===== src/rtl/imu_frame_checksum_deframer_macros.svh =====
// ----------------------------------------------------------------------------
// imu_frame_checksum_deframer_macros.svh
// Assertion macros used by the deframer's frame controller.
// ----------------------------------------------------------------------------
`ifndef IMU_FRAME_CHECKSUM_DEFRAMER_MACROS_SVH
`define IMU_FRAME_CHECKSUM_DEFRAMER_MACROS_SVH

// Same-cycle implication, disabled during reset
`define IFCD_ASSERT_IMP(label, clk, rst, ante, cons, msg) \
   label: assert property (@(posedge clk) disable iff (rst) (ante) |-> (cons)) \
      else $error(msg);

// Next-cycle implication, disabled during reset
`define IFCD_ASSERT_NXT(label, clk, rst, ante, cons, msg) \
   label: assert property (@(posedge clk) disable iff (rst) (ante) |=> (cons)) \
      else $error(msg);

`endif


===== src/rtl/ifcd_pkg.sv =====
// ----------------------------------------------------------------------------
// ifcd_pkg
// Types and constants of the header/length/checksum frame deframer.
// ----------------------------------------------------------------------------
package ifcd_pkg;

   localparam int PAYLOAD_MAX_DEFAULT = 16;

   localparam logic [7:0] HDR_BYTE = 8'h55;
   localparam logic [7:0] HDR_SUM  = 8'hAA;

   typedef enum logic [2:0] {
      PH_HUNT1,
      PH_HUNT2,
      PH_ID,
      PH_LEN,
      PH_DATA,
      PH_CHECK,
      PH_EMIT_RD,
      PH_EMIT_WR
   } phase_type;

   typedef enum logic [1:0] {
      ST_GOOD     = 2'd0,
      ST_BAD_SUM  = 2'd1,
      ST_TOO_LONG = 2'd2
   } status_type;

   typedef struct packed {
      logic [7:0]         frame_id;
      logic [7:0]         payload_length;
      logic [4:0]         word_index;
      logic signed [15:0] word_value;
      status_type         status;
      logic               last;
   } rsp_type;

endpackage


===== src/rtl/imu_frame_checksum_deframer.sv =====
// ----------------------------------------------------------------------------
// imu_frame_checksum_deframer
// Serial frame deframer with header, id, length, payload and sum checksum.
// ----------------------------------------------------------------------------
// Usage:
//   The req channel carries one received byte per request. The block hunts
//   for the header 0x55 0x55, then takes id, length, payload and checksum.
//   The rsp channel carries one result per 16-bit payload word of a good
//   frame (little-endian, signed, last word marked), or a single error
//   result for a checksum mismatch or a length above PAYLOAD_MAX.
//   Header, id and payload bytes are taken one per cycle. An over-long
//   length or a bad checksum loads its result in the cycle the byte is
//   taken; rsp_valid rises in the next cycle.
//   A good checksum starts the emission: each word is read from the
//   payload store (one read port, registered read) in PH_EMIT_RD and is
//   then loaded into the output register in PH_EMIT_WR; req_stall is high
//   for the whole emission.
//   rsp_stall holds the output register; emission waits and, for the length
//   and checksum bytes, req_stall rises until the register is free.
//   Synchronous reset returns to hunting and empties the output register;
//   the payload store needs no clearing.
// ----------------------------------------------------------------------------
module imu_frame_checksum_deframer #(
   parameter int PAYLOAD_MAX = ifcd_pkg::PAYLOAD_MAX_DEFAULT
) (
   input  logic               clock,
   input  logic               reset,
   input  logic               req_valid,
   output logic               req_stall,
   input  logic [7:0]         req_rx_byte,
   output logic               rsp_valid,
   input  logic               rsp_stall,
   output logic [7:0]         rsp_frame_id,
   output logic [7:0]         rsp_payload_length,
   output logic [4:0]         rsp_word_index,
   output logic signed [15:0] rsp_word_value,
   output logic [1:0]         rsp_status,
   output logic               rsp_last
);
   import ifcd_pkg::*;

   localparam int WORDS = (PAYLOAD_MAX + 1) / 2;
   localparam int AW    = (WORDS > 1) ? $clog2(WORDS) : 1;
   localparam int CNT_W = $clog2(PAYLOAD_MAX + 1);

   logic             out_free;
   logic             res_load;
   rsp_type          res;
   logic             wr_en;
   logic [CNT_W-1:0] wr_idx;
   logic [7:0]       wr_data;
   logic             rd_en;
   logic [AW-1:0]    rd_addr;
   logic [7:0]       rd_lo;
   logic [7:0]       rd_hi;
   logic             rsp_valid_ff, rsp_valid_in;
   rsp_type          rsp_data_ff, rsp_data_in;

   ifcd_frame_ctrl #(
      .PAYLOAD_MAX (PAYLOAD_MAX)
   ) u_ctrl (
      .clock       (clock),
      .reset       (reset),
      .req_valid   (req_valid),
      .req_stall   (req_stall),
      .req_rx_byte (req_rx_byte),
      .out_free    (out_free),
      .res_load    (res_load),
      .res         (res),
      .wr_en       (wr_en),
      .wr_idx      (wr_idx),
      .wr_data     (wr_data),
      .rd_en       (rd_en),
      .rd_addr     (rd_addr),
      .rd_lo       (rd_lo),
      .rd_hi       (rd_hi)
   );

   ifcd_payload_ram #(
      .PAYLOAD_MAX (PAYLOAD_MAX)
   ) u_ram (
      .clock   (clock),
      .wr_en   (wr_en),
      .wr_idx  (wr_idx),
      .wr_data (wr_data),
      .rd_en   (rd_en),
      .rd_addr (rd_addr),
      .rd_lo   (rd_lo),
      .rd_hi   (rd_hi)
   );

   // Output register: free when empty or being drained this cycle
   assign out_free = !rsp_valid_ff || !rsp_stall;

   always_comb begin
      rsp_valid_in = rsp_valid_ff;
      rsp_data_in  = rsp_data_ff;
      if (res_load) begin
         rsp_valid_in = 1'b1;
         rsp_data_in  = res;
      end else if (!rsp_stall) begin
         rsp_valid_in = 1'b0;
      end
   end

   always_ff @(posedge clock) begin
      if (reset) begin
         rsp_valid_ff <= 1'b0;
      end else begin
         rsp_valid_ff <= rsp_valid_in;
      end
   end

   // Hold the response payload while stalled
   always_ff @(posedge clock) begin
      rsp_data_ff <= rsp_data_in;
   end

   assign rsp_valid          = rsp_valid_ff;
   assign rsp_frame_id       = rsp_data_ff.frame_id;
   assign rsp_payload_length = rsp_data_ff.payload_length;
   assign rsp_word_index     = rsp_data_ff.word_index;
   assign rsp_word_value     = rsp_data_ff.word_value;
   assign rsp_status         = rsp_data_ff.status;
   assign rsp_last           = rsp_data_ff.last;

endmodule


===== src/rtl/ifcd_payload_ram.sv =====
// ----------------------------------------------------------------------------
// ifcd_payload_ram
// Payload byte store in two byte lanes (even and odd bytes) sharing one word
// address, registered read of a whole 16-bit word.
// ----------------------------------------------------------------------------
module ifcd_payload_ram #(
   parameter int PAYLOAD_MAX = 16
) (
   input  logic                                 clock,
   input  logic                                 wr_en,
   input  logic [$clog2(PAYLOAD_MAX + 1) - 1:0] wr_idx,
   input  logic [7:0]                           wr_data,
   input  logic                                 rd_en,
   input  logic [(((PAYLOAD_MAX + 1) / 2) > 1 ?
                  $clog2((PAYLOAD_MAX + 1) / 2) : 1) - 1:0] rd_addr,
   output logic [7:0]                           rd_lo,
   output logic [7:0]                           rd_hi
);
   import ifcd_pkg::*;

   localparam int WORDS = (PAYLOAD_MAX + 1) / 2;
   localparam int AW    = (WORDS > 1) ? $clog2(WORDS) : 1;

   logic [7:0]    lane_lo [WORDS];
   logic [7:0]    lane_hi [WORDS];
   logic [AW-1:0] wr_addr;
   logic [7:0]    rd_lo_ff;
   logic [7:0]    rd_hi_ff;

   assign wr_addr = AW'(wr_idx >> 1);

   // Write the byte into the lane picked by its low index bit
   always_ff @(posedge clock) begin
      if (wr_en) begin
         if (wr_idx[0]) begin
            lane_hi[wr_addr] <= wr_data;
         end else begin
            lane_lo[wr_addr] <= wr_data;
         end
      end
   end

   // Read both lanes of one word, hold until the next read
   always_ff @(posedge clock) begin
      if (rd_en) begin
         rd_lo_ff <= lane_lo[rd_addr];
         rd_hi_ff <= lane_hi[rd_addr];
      end
   end

   assign rd_lo = rd_lo_ff;
   assign rd_hi = rd_hi_ff;

endmodule


===== src/rtl/ifcd_frame_ctrl.sv =====
// ----------------------------------------------------------------------------
// ifcd_frame_ctrl
// Byte parser and word emitter: hunts the header, keeps id, length and the
// running checksum, writes payload bytes to the store and reads them back
// as words once the checksum byte matches.
// ----------------------------------------------------------------------------
`include "imu_frame_checksum_deframer_macros.svh"

module ifcd_frame_ctrl #(
   parameter int PAYLOAD_MAX = 16
) (
   input  logic                                 clock,
   input  logic                                 reset,
   input  logic                                 req_valid,
   output logic                                 req_stall,
   input  logic [7:0]                           req_rx_byte,
   input  logic                                 out_free,
   output logic                                 res_load,
   output ifcd_pkg::rsp_type                    res,
   output logic                                 wr_en,
   output logic [$clog2(PAYLOAD_MAX + 1) - 1:0] wr_idx,
   output logic [7:0]                           wr_data,
   output logic                                 rd_en,
   output logic [(((PAYLOAD_MAX + 1) / 2) > 1 ?
                  $clog2((PAYLOAD_MAX + 1) / 2) : 1) - 1:0] rd_addr,
   input  logic [7:0]                           rd_lo,
   input  logic [7:0]                           rd_hi
);
   import ifcd_pkg::*;

   localparam int WORDS = (PAYLOAD_MAX + 1) / 2;
   localparam int AW    = (WORDS > 1) ? $clog2(WORDS) : 1;
   localparam int CNT_W = $clog2(PAYLOAD_MAX + 1);
   localparam logic [7:0] LEN_LIMIT = 8'(PAYLOAD_MAX);

   phase_type      state_ff, state_in;
   logic [7:0]     held_id_ff, held_id_in;
   logic [7:0]     held_length_ff, held_length_in;
   logic [7:0]     running_sum_ff, running_sum_in;
   logic [CNT_W-1:0] bytes_taken_ff, bytes_taken_in;
   logic [AW-1:0]  word_ff, word_in;
   logic           accept;
   logic           hi_keep;
   logic           last_word;

   // Stall while emitting, or when a length or checksum byte finds the slot busy
   assign req_stall = (state_ff == PH_EMIT_RD) || (state_ff == PH_EMIT_WR) ||
                      (((state_ff == PH_LEN) || (state_ff == PH_CHECK)) && !out_free);
   assign accept    = req_valid && !req_stall;

   // Word position tests against the received length
   assign hi_keep   = 9'({word_ff, 1'b1}) < {1'b0, held_length_ff};
   assign last_word = (9'({word_ff, 1'b0}) + 9'd2) >= {1'b0, held_length_ff};

   always_ff @(posedge clock) begin
      if (reset) begin
         state_ff <= PH_HUNT1;
      end else begin
         state_ff <= state_in;
      end
   end

   always_ff @(posedge clock) begin
      held_id_ff     <= held_id_in;
      held_length_ff <= held_length_in;
      running_sum_ff <= running_sum_in;
      bytes_taken_ff <= bytes_taken_in;
      word_ff        <= word_in;
   end

   // Next state, store access and result
   always_comb begin
      state_in           = state_ff;
      held_id_in         = held_id_ff;
      held_length_in     = held_length_ff;
      running_sum_in     = running_sum_ff;
      bytes_taken_in     = bytes_taken_ff;
      word_in            = word_ff;
      res_load           = 1'b0;
      res.frame_id       = held_id_ff;
      res.payload_length = held_length_ff;
      res.word_index     = 5'(word_ff);
      res.word_value     = '0;
      res.status         = ST_GOOD;
      res.last           = 1'b1;
      wr_en              = 1'b0;
      wr_idx             = bytes_taken_ff;
      wr_data            = req_rx_byte;
      rd_en              = 1'b0;
      rd_addr            = word_ff;

      case (state_ff)
         PH_HUNT1: begin
            if (accept && (req_rx_byte == HDR_BYTE)) begin
               state_in = PH_HUNT2;
            end
         end
         PH_HUNT2: begin
            if (accept) begin
               state_in = (req_rx_byte == HDR_BYTE) ? PH_ID : PH_HUNT1;
            end
         end
         PH_ID: begin
            if (accept) begin
               held_id_in     = req_rx_byte;
               running_sum_in = HDR_SUM + req_rx_byte;
               state_in       = PH_LEN;
            end
         end
         PH_LEN: begin
            if (accept) begin
               held_length_in = req_rx_byte;
               running_sum_in = running_sum_ff + req_rx_byte;
               bytes_taken_in = '0;
               if (req_rx_byte > LEN_LIMIT) begin
                  // Flag an over-long frame at once and resume hunting
                  res_load           = 1'b1;
                  res.payload_length = req_rx_byte;
                  res.word_index     = '0;
                  res.status         = ST_TOO_LONG;
                  state_in           = PH_HUNT1;
               end else begin
                  state_in = (req_rx_byte == 8'd0) ? PH_CHECK : PH_DATA;
               end
            end
         end
         PH_DATA: begin
            if (accept) begin
               wr_en          = 1'b1;
               running_sum_in = running_sum_ff + req_rx_byte;
               bytes_taken_in = bytes_taken_ff + 1'b1;
               if ((8'(bytes_taken_ff) + 8'd1) >= held_length_ff) begin
                  state_in = PH_CHECK;
               end
            end
         end
         PH_CHECK: begin
            if (accept) begin
               word_in = '0;
               if (req_rx_byte != running_sum_ff) begin
                  res_load       = 1'b1;
                  res.word_index = '0;
                  res.status     = ST_BAD_SUM;
                  state_in       = PH_HUNT1;
               end else if (held_length_ff == 8'd0) begin
                  state_in = PH_HUNT1;
               end else begin
                  state_in = PH_EMIT_RD;
               end
            end
         end
         PH_EMIT_RD: begin
            rd_en    = 1'b1;
            state_in = PH_EMIT_WR;
         end
         PH_EMIT_WR: begin
            // Hand the word over once the output slot is free
            if (out_free) begin
               res_load       = 1'b1;
               res.word_value = {(hi_keep ? rd_hi : 8'd0), rd_lo};
               res.last       = last_word;
               if (last_word) begin
                  state_in = PH_HUNT1;
               end else begin
                  word_in  = word_ff + 1'b1;
                  state_in = PH_EMIT_RD;
               end
            end
         end
         default: begin
            state_in = PH_HUNT1;
         end
      endcase
   end

   `IFCD_ASSERT_IMP(a_load_into_free_slot, clock, reset, res_load, out_free,
      "result loaded while the output slot is still occupied")
   `IFCD_ASSERT_IMP(a_load_states, clock, reset, res_load,
      (state_ff == PH_LEN) || (state_ff == PH_CHECK) || (state_ff == PH_EMIT_WR),
      "result produced in a state that yields none")
   `IFCD_ASSERT_IMP(a_count_in_range, clock, reset, state_ff == PH_DATA,
      32'(bytes_taken_ff) < PAYLOAD_MAX, "payload byte count ran past the store")
   `IFCD_ASSERT_NXT(a_read_then_emit, clock, reset, state_ff == PH_EMIT_RD,
      state_ff == PH_EMIT_WR, "store read not followed by word emission")
   `IFCD_ASSERT_IMP(a_emit_after_read, clock, reset, state_ff == PH_EMIT_WR,
      ($past(state_ff) == PH_EMIT_RD) || ($past(state_ff) == PH_EMIT_WR),
      "word emitted without a preceding store read")

endmodule

===== config.mk =====
export PLATFORM = sky130hd
export DESIGN_NAME = imu_frame_checksum_deframer
export DESIGN_NICKNAME = d
export VERILOG_FILES = /design/src/rtl/ifcd_pkg.sv /design/src/rtl/imu_frame_checksum_deframer.sv /design/src/rtl/ifcd_payload_ram.sv /design/src/rtl/ifcd_frame_ctrl.sv
export VERILOG_INCLUDE_DIRS = /design/src /design/src/rtl
export SDC_FILE = /design/constraint.sdc
export NUM_CORES = 1
export LEC_CHECK = 0
export ABC_AREA = 0
export BUFFER_PORTS_ARGS = -buffer_cell sky130_fd_sc_hd__buf_2
export CAP_MARGIN = 20
export CORE_ASPECT_RATIO = 0.5
export CORE_MARGIN = 1.5
export CORE_UTILIZATION = 44
export DETAILED_ROUTE_END_ITERATION = 10
export GPL_TIMING_DRIVEN = 0
export PLACE_DENSITY = 0.63
export REMOVE_ABC_BUFFERS = 1
export SKIP_CTS_REPAIR_TIMING = 1
export SYNTH_ARGS = -nofsm -noshare
export SYNTH_HDL_FRONTEND = slang
export SYNTH_SLANG_ARGS = --single-unit

===== constraint.sdc =====
create_clock -name clock -period 4.9 [get_ports clock]
set_clock_uncertainty 0.05 [all_clocks]
set_input_delay 0.245 -clock clock [delete_from_list [all_inputs] [get_ports clock]]
set_output_delay 0.245 -clock clock [all_outputs]
set_load 0.01 [all_outputs]

Word-level counts from Yosys, hierarchy flattened
Memories as Yosys holds them, arrays and structs flattened. A register that Yosys moved wholly into a read port is not among the register bits. Index checks and enable logic that the tools add are counted.

Bits in registers: 76. RAM bits: 128. Input bits: 12. Output and inout port bits: 42. Memories kept: 2.

$add $sub $neg: 6. $lt $le $gt $ge: 4. Equality and inequality tests: 20. Muxes and demuxes: 53. Reduce and logical (&&, ||, !) cells: 26.

Memory list: u_ram.lane_hi (depth 8, width 8, read ports 1, clocked after memory_dff 1, write ports 1, RTL line ifcd_payload_ram.sv:25) `logic [7:0] lane_hi [WORDS];`; u_ram.lane_lo (depth 8, width 8, read ports 1, clocked after memory_dff 1, write ports 1, RTL line ifcd_payload_ram.sv:24) `logic [7:0] lane_lo [WORDS];`.

Operators with widths (count): 3-bit two-way mux (16); 13-bit two-way mux (2); 8-bit two-way mux (3); 3-bit one-hot mux with 8 select lines (1); 2-bit by 1-bit inequality test with 1-bit output, second input constant (10); 5-bit one-hot mux with 2 select lines (2); 1-bit two-way mux (18); 8-bit zero test (2); 8-bit one-hot mux with 2 select lines (1); 5-bit two-way mux (3); 3-bit equality test, second input constant (4); 9-bit by 8-bit >= comparator with 1-bit output (1); 3-bit AND reduction (3); 8-bit adder (1); 8-bit adder, first input constant (1); 8-bit by 7-bit equality test with 1-bit output, second input constant (1); 8-bit >= comparator (1); 8-bit by 5-bit > comparator with 1-bit output, second input constant (1); 4-bit by 8-bit less-than comparator with 1-bit output (1); 2-bit two-way mux (4); 8-bit inequality test (1); 8-bit AND reduction (1); 5-bit by 1-bit adder with 6-bit output, second input constant (1); 3-bit by 2-bit equality test with 1-bit output, second input constant (2); 16 further kinds (28).

Longest topological paths before layout
Depth in word-level cells: 11. Mapped depth: 9. Depth with buffers taken out: 8.

Hierarchy
From an unflattened synthesis, not the netlist that was laid out.

Cells, all modules: 543. Area total of the unflattened synthesis: 9376.5 um^2.

Modules (own cells, without submodules): ifcd_payload_ram (times used 1, cells each 224, area each 5505.3 um^2); ifcd_frame_ctrl (times used 1, cells each 275, area each 2637.5 um^2); imu_frame_checksum_deframer (times used 1, cells each 44, area each 1233.7 um^2).

Worst setup path after synthesis
OpenSTA, ideal clock, no wires.

Path kind: register to register. From: reg u_ctrl.state_ff[1]. To: reg rsp_data_ff, in the netlist rsp_frame_id[0], enable pin. Library setup time: 0.486 ns. Arrival: 3.360 ns. Slack: 1.004 ns. Stages on the path, launching flop included: 4. Buffers on the path: 1. Period minus slack after synthesis: 3.896 ns. Cells stage by stage: dfxtp_1 > buf_2 > nand2_1 > o21ai_0.

Cells in the longest elaborated chain, start to end: 8.

Ends and longest elaborated chain: from (decl) (RTL line ifcd_frame_ctrl.sv:36) `phase_type state_ff, state_in;`; from (signal assigned) (RTL line ifcd_frame_ctrl.sv:59) `state_ff <= state_in;`; 3-bit by 2-bit equality test with 1-bit output / 3-bit equality test (equally long branches) (RTL line ifcd_frame_ctrl.sv:48, ifcd_frame_ctrl.sv:92); 1-bit logical OR (RTL line ifcd_frame_ctrl.sv:48) `(((state_ff == PH_LEN) || (state_ff == PH_CHECK)) && !out_free);`; 1-bit logical AND (RTL line ifcd_frame_ctrl.sv:48); 1-bit logical OR (RTL line ifcd_frame_ctrl.sv:47) `assign req_stall = (state_ff == PH_EMIT_RD) || (state_ff == PH_EMIT_WR) ||`; 1-bit zero test (RTL line ifcd_frame_ctrl.sv:49) `assign accept = req_valid && !req_stall;`; 1-bit logical AND (RTL line ifcd_frame_ctrl.sv:49); 1-bit two-way mux (on tied branches) (RTL line ifcd_frame_ctrl.sv:138, ifcd_frame_ctrl.sv:111); 1-bit one-hot mux with 3 select lines * (RTL line ifcd_frame_ctrl.sv:92) `case (state_ff)`; net res_load (RTL line imu_frame_checksum_deframer.sv:47) `logic res_load;`; to (signal assigned) (RTL line imu_frame_checksum_deframer.sv:116) `rsp_data_ff <= rsp_data_in;`; to (decl) (RTL line imu_frame_checksum_deframer.sv:57) `rsp_type rsp_data_ff, rsp_data_in;`.

Mark *: on every way through the listed nets, which the timed path passes. The rest lies on a longest branch. A chain may end at the register's enable or synchronous reset.

Worst setup path after layout
From: reg u_ctrl.word_ff[0] (netlist: u_ctrl.rd_addr[0]). To: reg u_ctrl.word_ff[2] (netlist: u_ctrl.rd_addr[2]), enable pin.

Cells in the longest elaborated chain, start to end: 4.

Ends and longest elaborated chain: from (decl) (RTL line ifcd_frame_ctrl.sv:41) `logic [AW-1:0] word_ff, word_in;`; from (signal assigned) (RTL line ifcd_frame_ctrl.sv:68) `word_ff <= word_in;`; 4-bit by 2-bit adder with 5-bit output (RTL line ifcd_frame_ctrl.sv:53) `assign last_word = (9'({word_ff, 1'b0}) + 9'd2) >= {1'b0, held_length_ff};`; 9-bit by 8-bit >= comparator with 1-bit output (RTL line ifcd_frame_ctrl.sv:53); 2-bit inequality test (no source line); 4-bit AND reduction (no source line).

No other way between the ends.

==> flow_metrics.py <==
metrics = {
    "power_and_ir_drop": {
        "intPower_mw": 3.12,
        "p_per_area_mw_per_mm2": 386,
        "p_sw_share_pct": 23.2,
        "total_leakage_power_nw": 3.48,
        "p_comb_share_pct": 8.9,
        "design_power_total_mw": 4.07,
        "ir_worst_vdd_uv": 177,
        "pwr-share-clk_pct": 37.7,
        "p_sw_mw": 0.945,
        "seqPwrFrac_pct": 53.4,
    },
    "die": {
        "pin_count": 54,
        "die_h_um": 105,
        "die_w_um": 207,
        "core_sq_mm": 0.0205,
        "initial_core_util_pct": 44.8,
        "fp-row-count": 37,
        "die_area_sq_mm": 0.0218,
    },
    "global_routing": {
        "grt_max_degree": 28,
        "grt_pass1_vias": 4762,
        "grt_overflow_total": 0,
        "grt_use_total_pct": 17.0,
        "antenna_found_initial": 1,
        "grt_pass1_wl_um": 28200,
    },
    "timing": {
        "relSlewSlack_pct": 36.9,
        "max_freq_mhz": 342,
        "hold_violations": 0,
        "worst_pin_slew_ps": 943,
        "slew_viol_final": 0,
        "min_period_ps": 2930,
        "fin_ws_ps": 1970,
        "post-route-period-util_pct": 59.7,
        "tns_ps": 0,
        "rsz0062_at_grt": "no",
        "setup_viol": 0,
    },
    "routing": {
        "viasPerCell": 5.42,
        "drc": 0,
        "routedWlPerCell_um": 20.4,
        "drt_iter0_drc": 428,
        "dr_total_vias": 4852,
        "dr.pass1.iters": 7,
        "routed_wl_um": 18200,
        "final_antenna_net_count": 0,
    },
    "synthesis": {
        "ys.flop_type": "edfxtp_1",
        "synth_top_area_share_pct": 70.0,
        "synth.most_common_cell": "edfxtp_1",
        "syn_area_sq_mm": 0.00919,
        "synthTopCellsByArea": "edfxtp_1, mux4_2, ha_1",
        "synth_warnings": 0,
        "netlist_instances": 546,
        "syn_area_per_cell_sq_um": 16.8,
        "ys_types": 55,
        "synthTopCellsByCount": "edfxtp_1, nor2_1, mux4_2",
        "ys_seq_area_share_pct": 70.8,
        "synth-async-reset-ratio_pct": 0,
        "synth-edff-count": 214,
        "ys_seq_elements": 218,
        "yosysTopAreaCell": "edfxtp_1",
    },
    "flow_run": {
        "cap_violations": 0,
    },
    "critical_path": {
        "worst-path-buf-inv": 0,
        "reg2reg_slack_ps": 1970,
        "crit_required_ps": 5040,
        "cp-end-kind": "flop",
        "cp_slowest_stage_delay_ps": 960,
        "regToRegStartpoint": "u_ctrl.rd_addr[0]",
        "path_max_fanout": 12,
        "reg2reg_to": "u_ctrl.rd_addr[2]",
        "start_kind": "flop",
        "cp_cell_sequence": "ha_1, xor2_1, ha_1, o21ai_0, a21oi_1, o31ai_1, nand2_1, nand2_1",
        "critical_path_arrival_ps": 3060,
        "critPathTopFamily": "flip-flops",
        "worst_path_max_delay_cell": "edfxtp_1",
        "critPathKind": "flop to flop",
        "reg2reg_depth": 8,
    },
    "cts": {
        "htreeDepth": 1,
        "clock_path_buffers": 3,
        "clock-root-buffer": "clkbuf_16",
        "cts_tree": "built",
        "path_clk_slew_ps": 60,
        "clock-sinks": 218,
        "cts_buffers": 21,
        "clkLatencyLatePin_ps": 490,
    },
    "hold_path": {
        "hold_class": "input pin to flop",
        "min_from": "rsp_stall",
        "min_path_cells": 3,
        "min_to": "rsp_valid",
    },
    "final_layout": {
        "antenna_cells": 0,
        "synthToLayoutAreaGrowth_pct": 14.8,
        "drive_above_1_share_pct": 24.0,
        "fin_nets": 644,
        "design_area_sq_mm": 0.0105,
        "fillers": 1634,
        "post-route-util_pct": 51.4,
    },
    "place": {
        "dp_slack_ps": 1900,
        "dpl.hpwl_um": 11500,
        "place_area_sq_mm": 0.00989,
        "gp_congestion": 0.826,
        "portBuffers": 51,
    },
    "status": {
        "outcome": "complete, no violations",
    },
}
-- worst min-delay path, delay by kind of cell --
family | cells | cell delay, ps
compound gates | 1 | 160
buf+inv | 1 | 90
simple gates | 1 | 140
-- state kept, by name, summed over array words and instances (netlist names) --
register               flops
rsp_frame_id               8
rsp_last                   1
rsp_payload_length         8
rsp_status                 2
rsp_valid                  1
rsp_word_index             3
rsp_word_value            16
u_ctrl.held_id_ff          8
u_ctrl.held_length_ff      8
u_ctrl.rd_addr             3
u_ctrl.running_sum_ff      8
u_ctrl.state_ff            3
u_ctrl.wr_idx              5
u_ram.lane_hi             64
u_ram.lane_lo             64
u_ram.rd_hi                8
u_ram.rd_lo                8
-- worst max-delay path by stage --
stage                             startpoint                 end  cells after the start
after global routing       u_ctrl.rd_addr[0]  u_ctrl.state_ff[1]                      8
after CTS                  u_ctrl.rd_addr[0]   u_ctrl.rd_addr[2]                      8
after detailed placement      req_rx_byte[1]  rsp_word_value[11]                      8
after global placement    u_ctrl.state_ff[0]  rsp_word_value[11]                      2
final                      u_ctrl.rd_addr[0]   u_ctrl.rd_addr[2]                      8
after floorplan           u_ctrl.state_ff[0]     rsp_frame_id[0]                      2
-- cell usage in the layout (no fill, tap or decap), types with 4 or more instances in the layout --
cell type	count
a21oi_1	14
xnor2_1	4
nor2_1	32
inv_1	14
or3_1	6
ha_1	23
buf_2	52
dfxtp_1	4
and2_1	27
mux2_2	16
o21ai_0	10
clkbuf_1	7
clkbuf_16	21
buf_16	5
xor2_1	9
and3_1	5
nor3_1	7
nand4_1	4
nand2b_1	6
mux4_2	32
nand2_1	27
o21a_1	5
o21ai_1	7
edfxtp_1	214
-- power groups by stage --
stage	combinational [mW]	clock [mW]	sequential (mW)
detailed placement	0.359	0	2.21
global route	0.405	1.63	2.18
CTS	0.362	1.56	2.17
global placement	0.345	0	2.21
finish	0.362	1.53	2.17
floorplan	0.243	0	2.20
-- cell families after synthesis --
kind of cell / Yosys count / synth area share [%]
XOR/XNOR: 13 / 1.24
other: 1 / 0.0408
multiplexers: 52 / 10.3
AND/OR/NAND/NOR: 139 / 8.26
flip-flops: 218 / 70.8
adder cells (fa/ha/maj): 25 / 3.46
AO/OA/AOI/OAI: 60 / 4.13
buffers and inverters: 38 / 1.76
-- final cells by class --
cell class              count  area, sq um  share of cell area [%]
multi-input cells         291         2540                    24.1
clock buffers              30          579                    5.50
flip-flops and latches    218         6510                    61.7
clock inverters             7         63.8                   0.605
well taps                 273          342                    3.24
repair buffers             62          458                    4.34
inverters                  14         52.6                   0.499
-- per-stage QoR --
| step | cells | hold WS [ps] |
|---|---|---|
| 3_5_place_dp | 857 | 356 |
| 4_1_cts | 894 | -77.0 |
| 5_1_grt | 895 | 172 |
| 3_3_place_gp | 847 | 354 |
| 6_report | 895 | 135 |
| 2_1_floorplan | 523 | 264 |
-- routing by layer --
layer	vias to the layer above	track usage, %	part of all wire (%)
met4	0	3.20	1.4
met3	19	2.52	4.2
met5	-	0	0
li1	2253	-	-
met1	2469	25.8	48
met2	111	26.2	46
(Power assumes the default switching activity.)
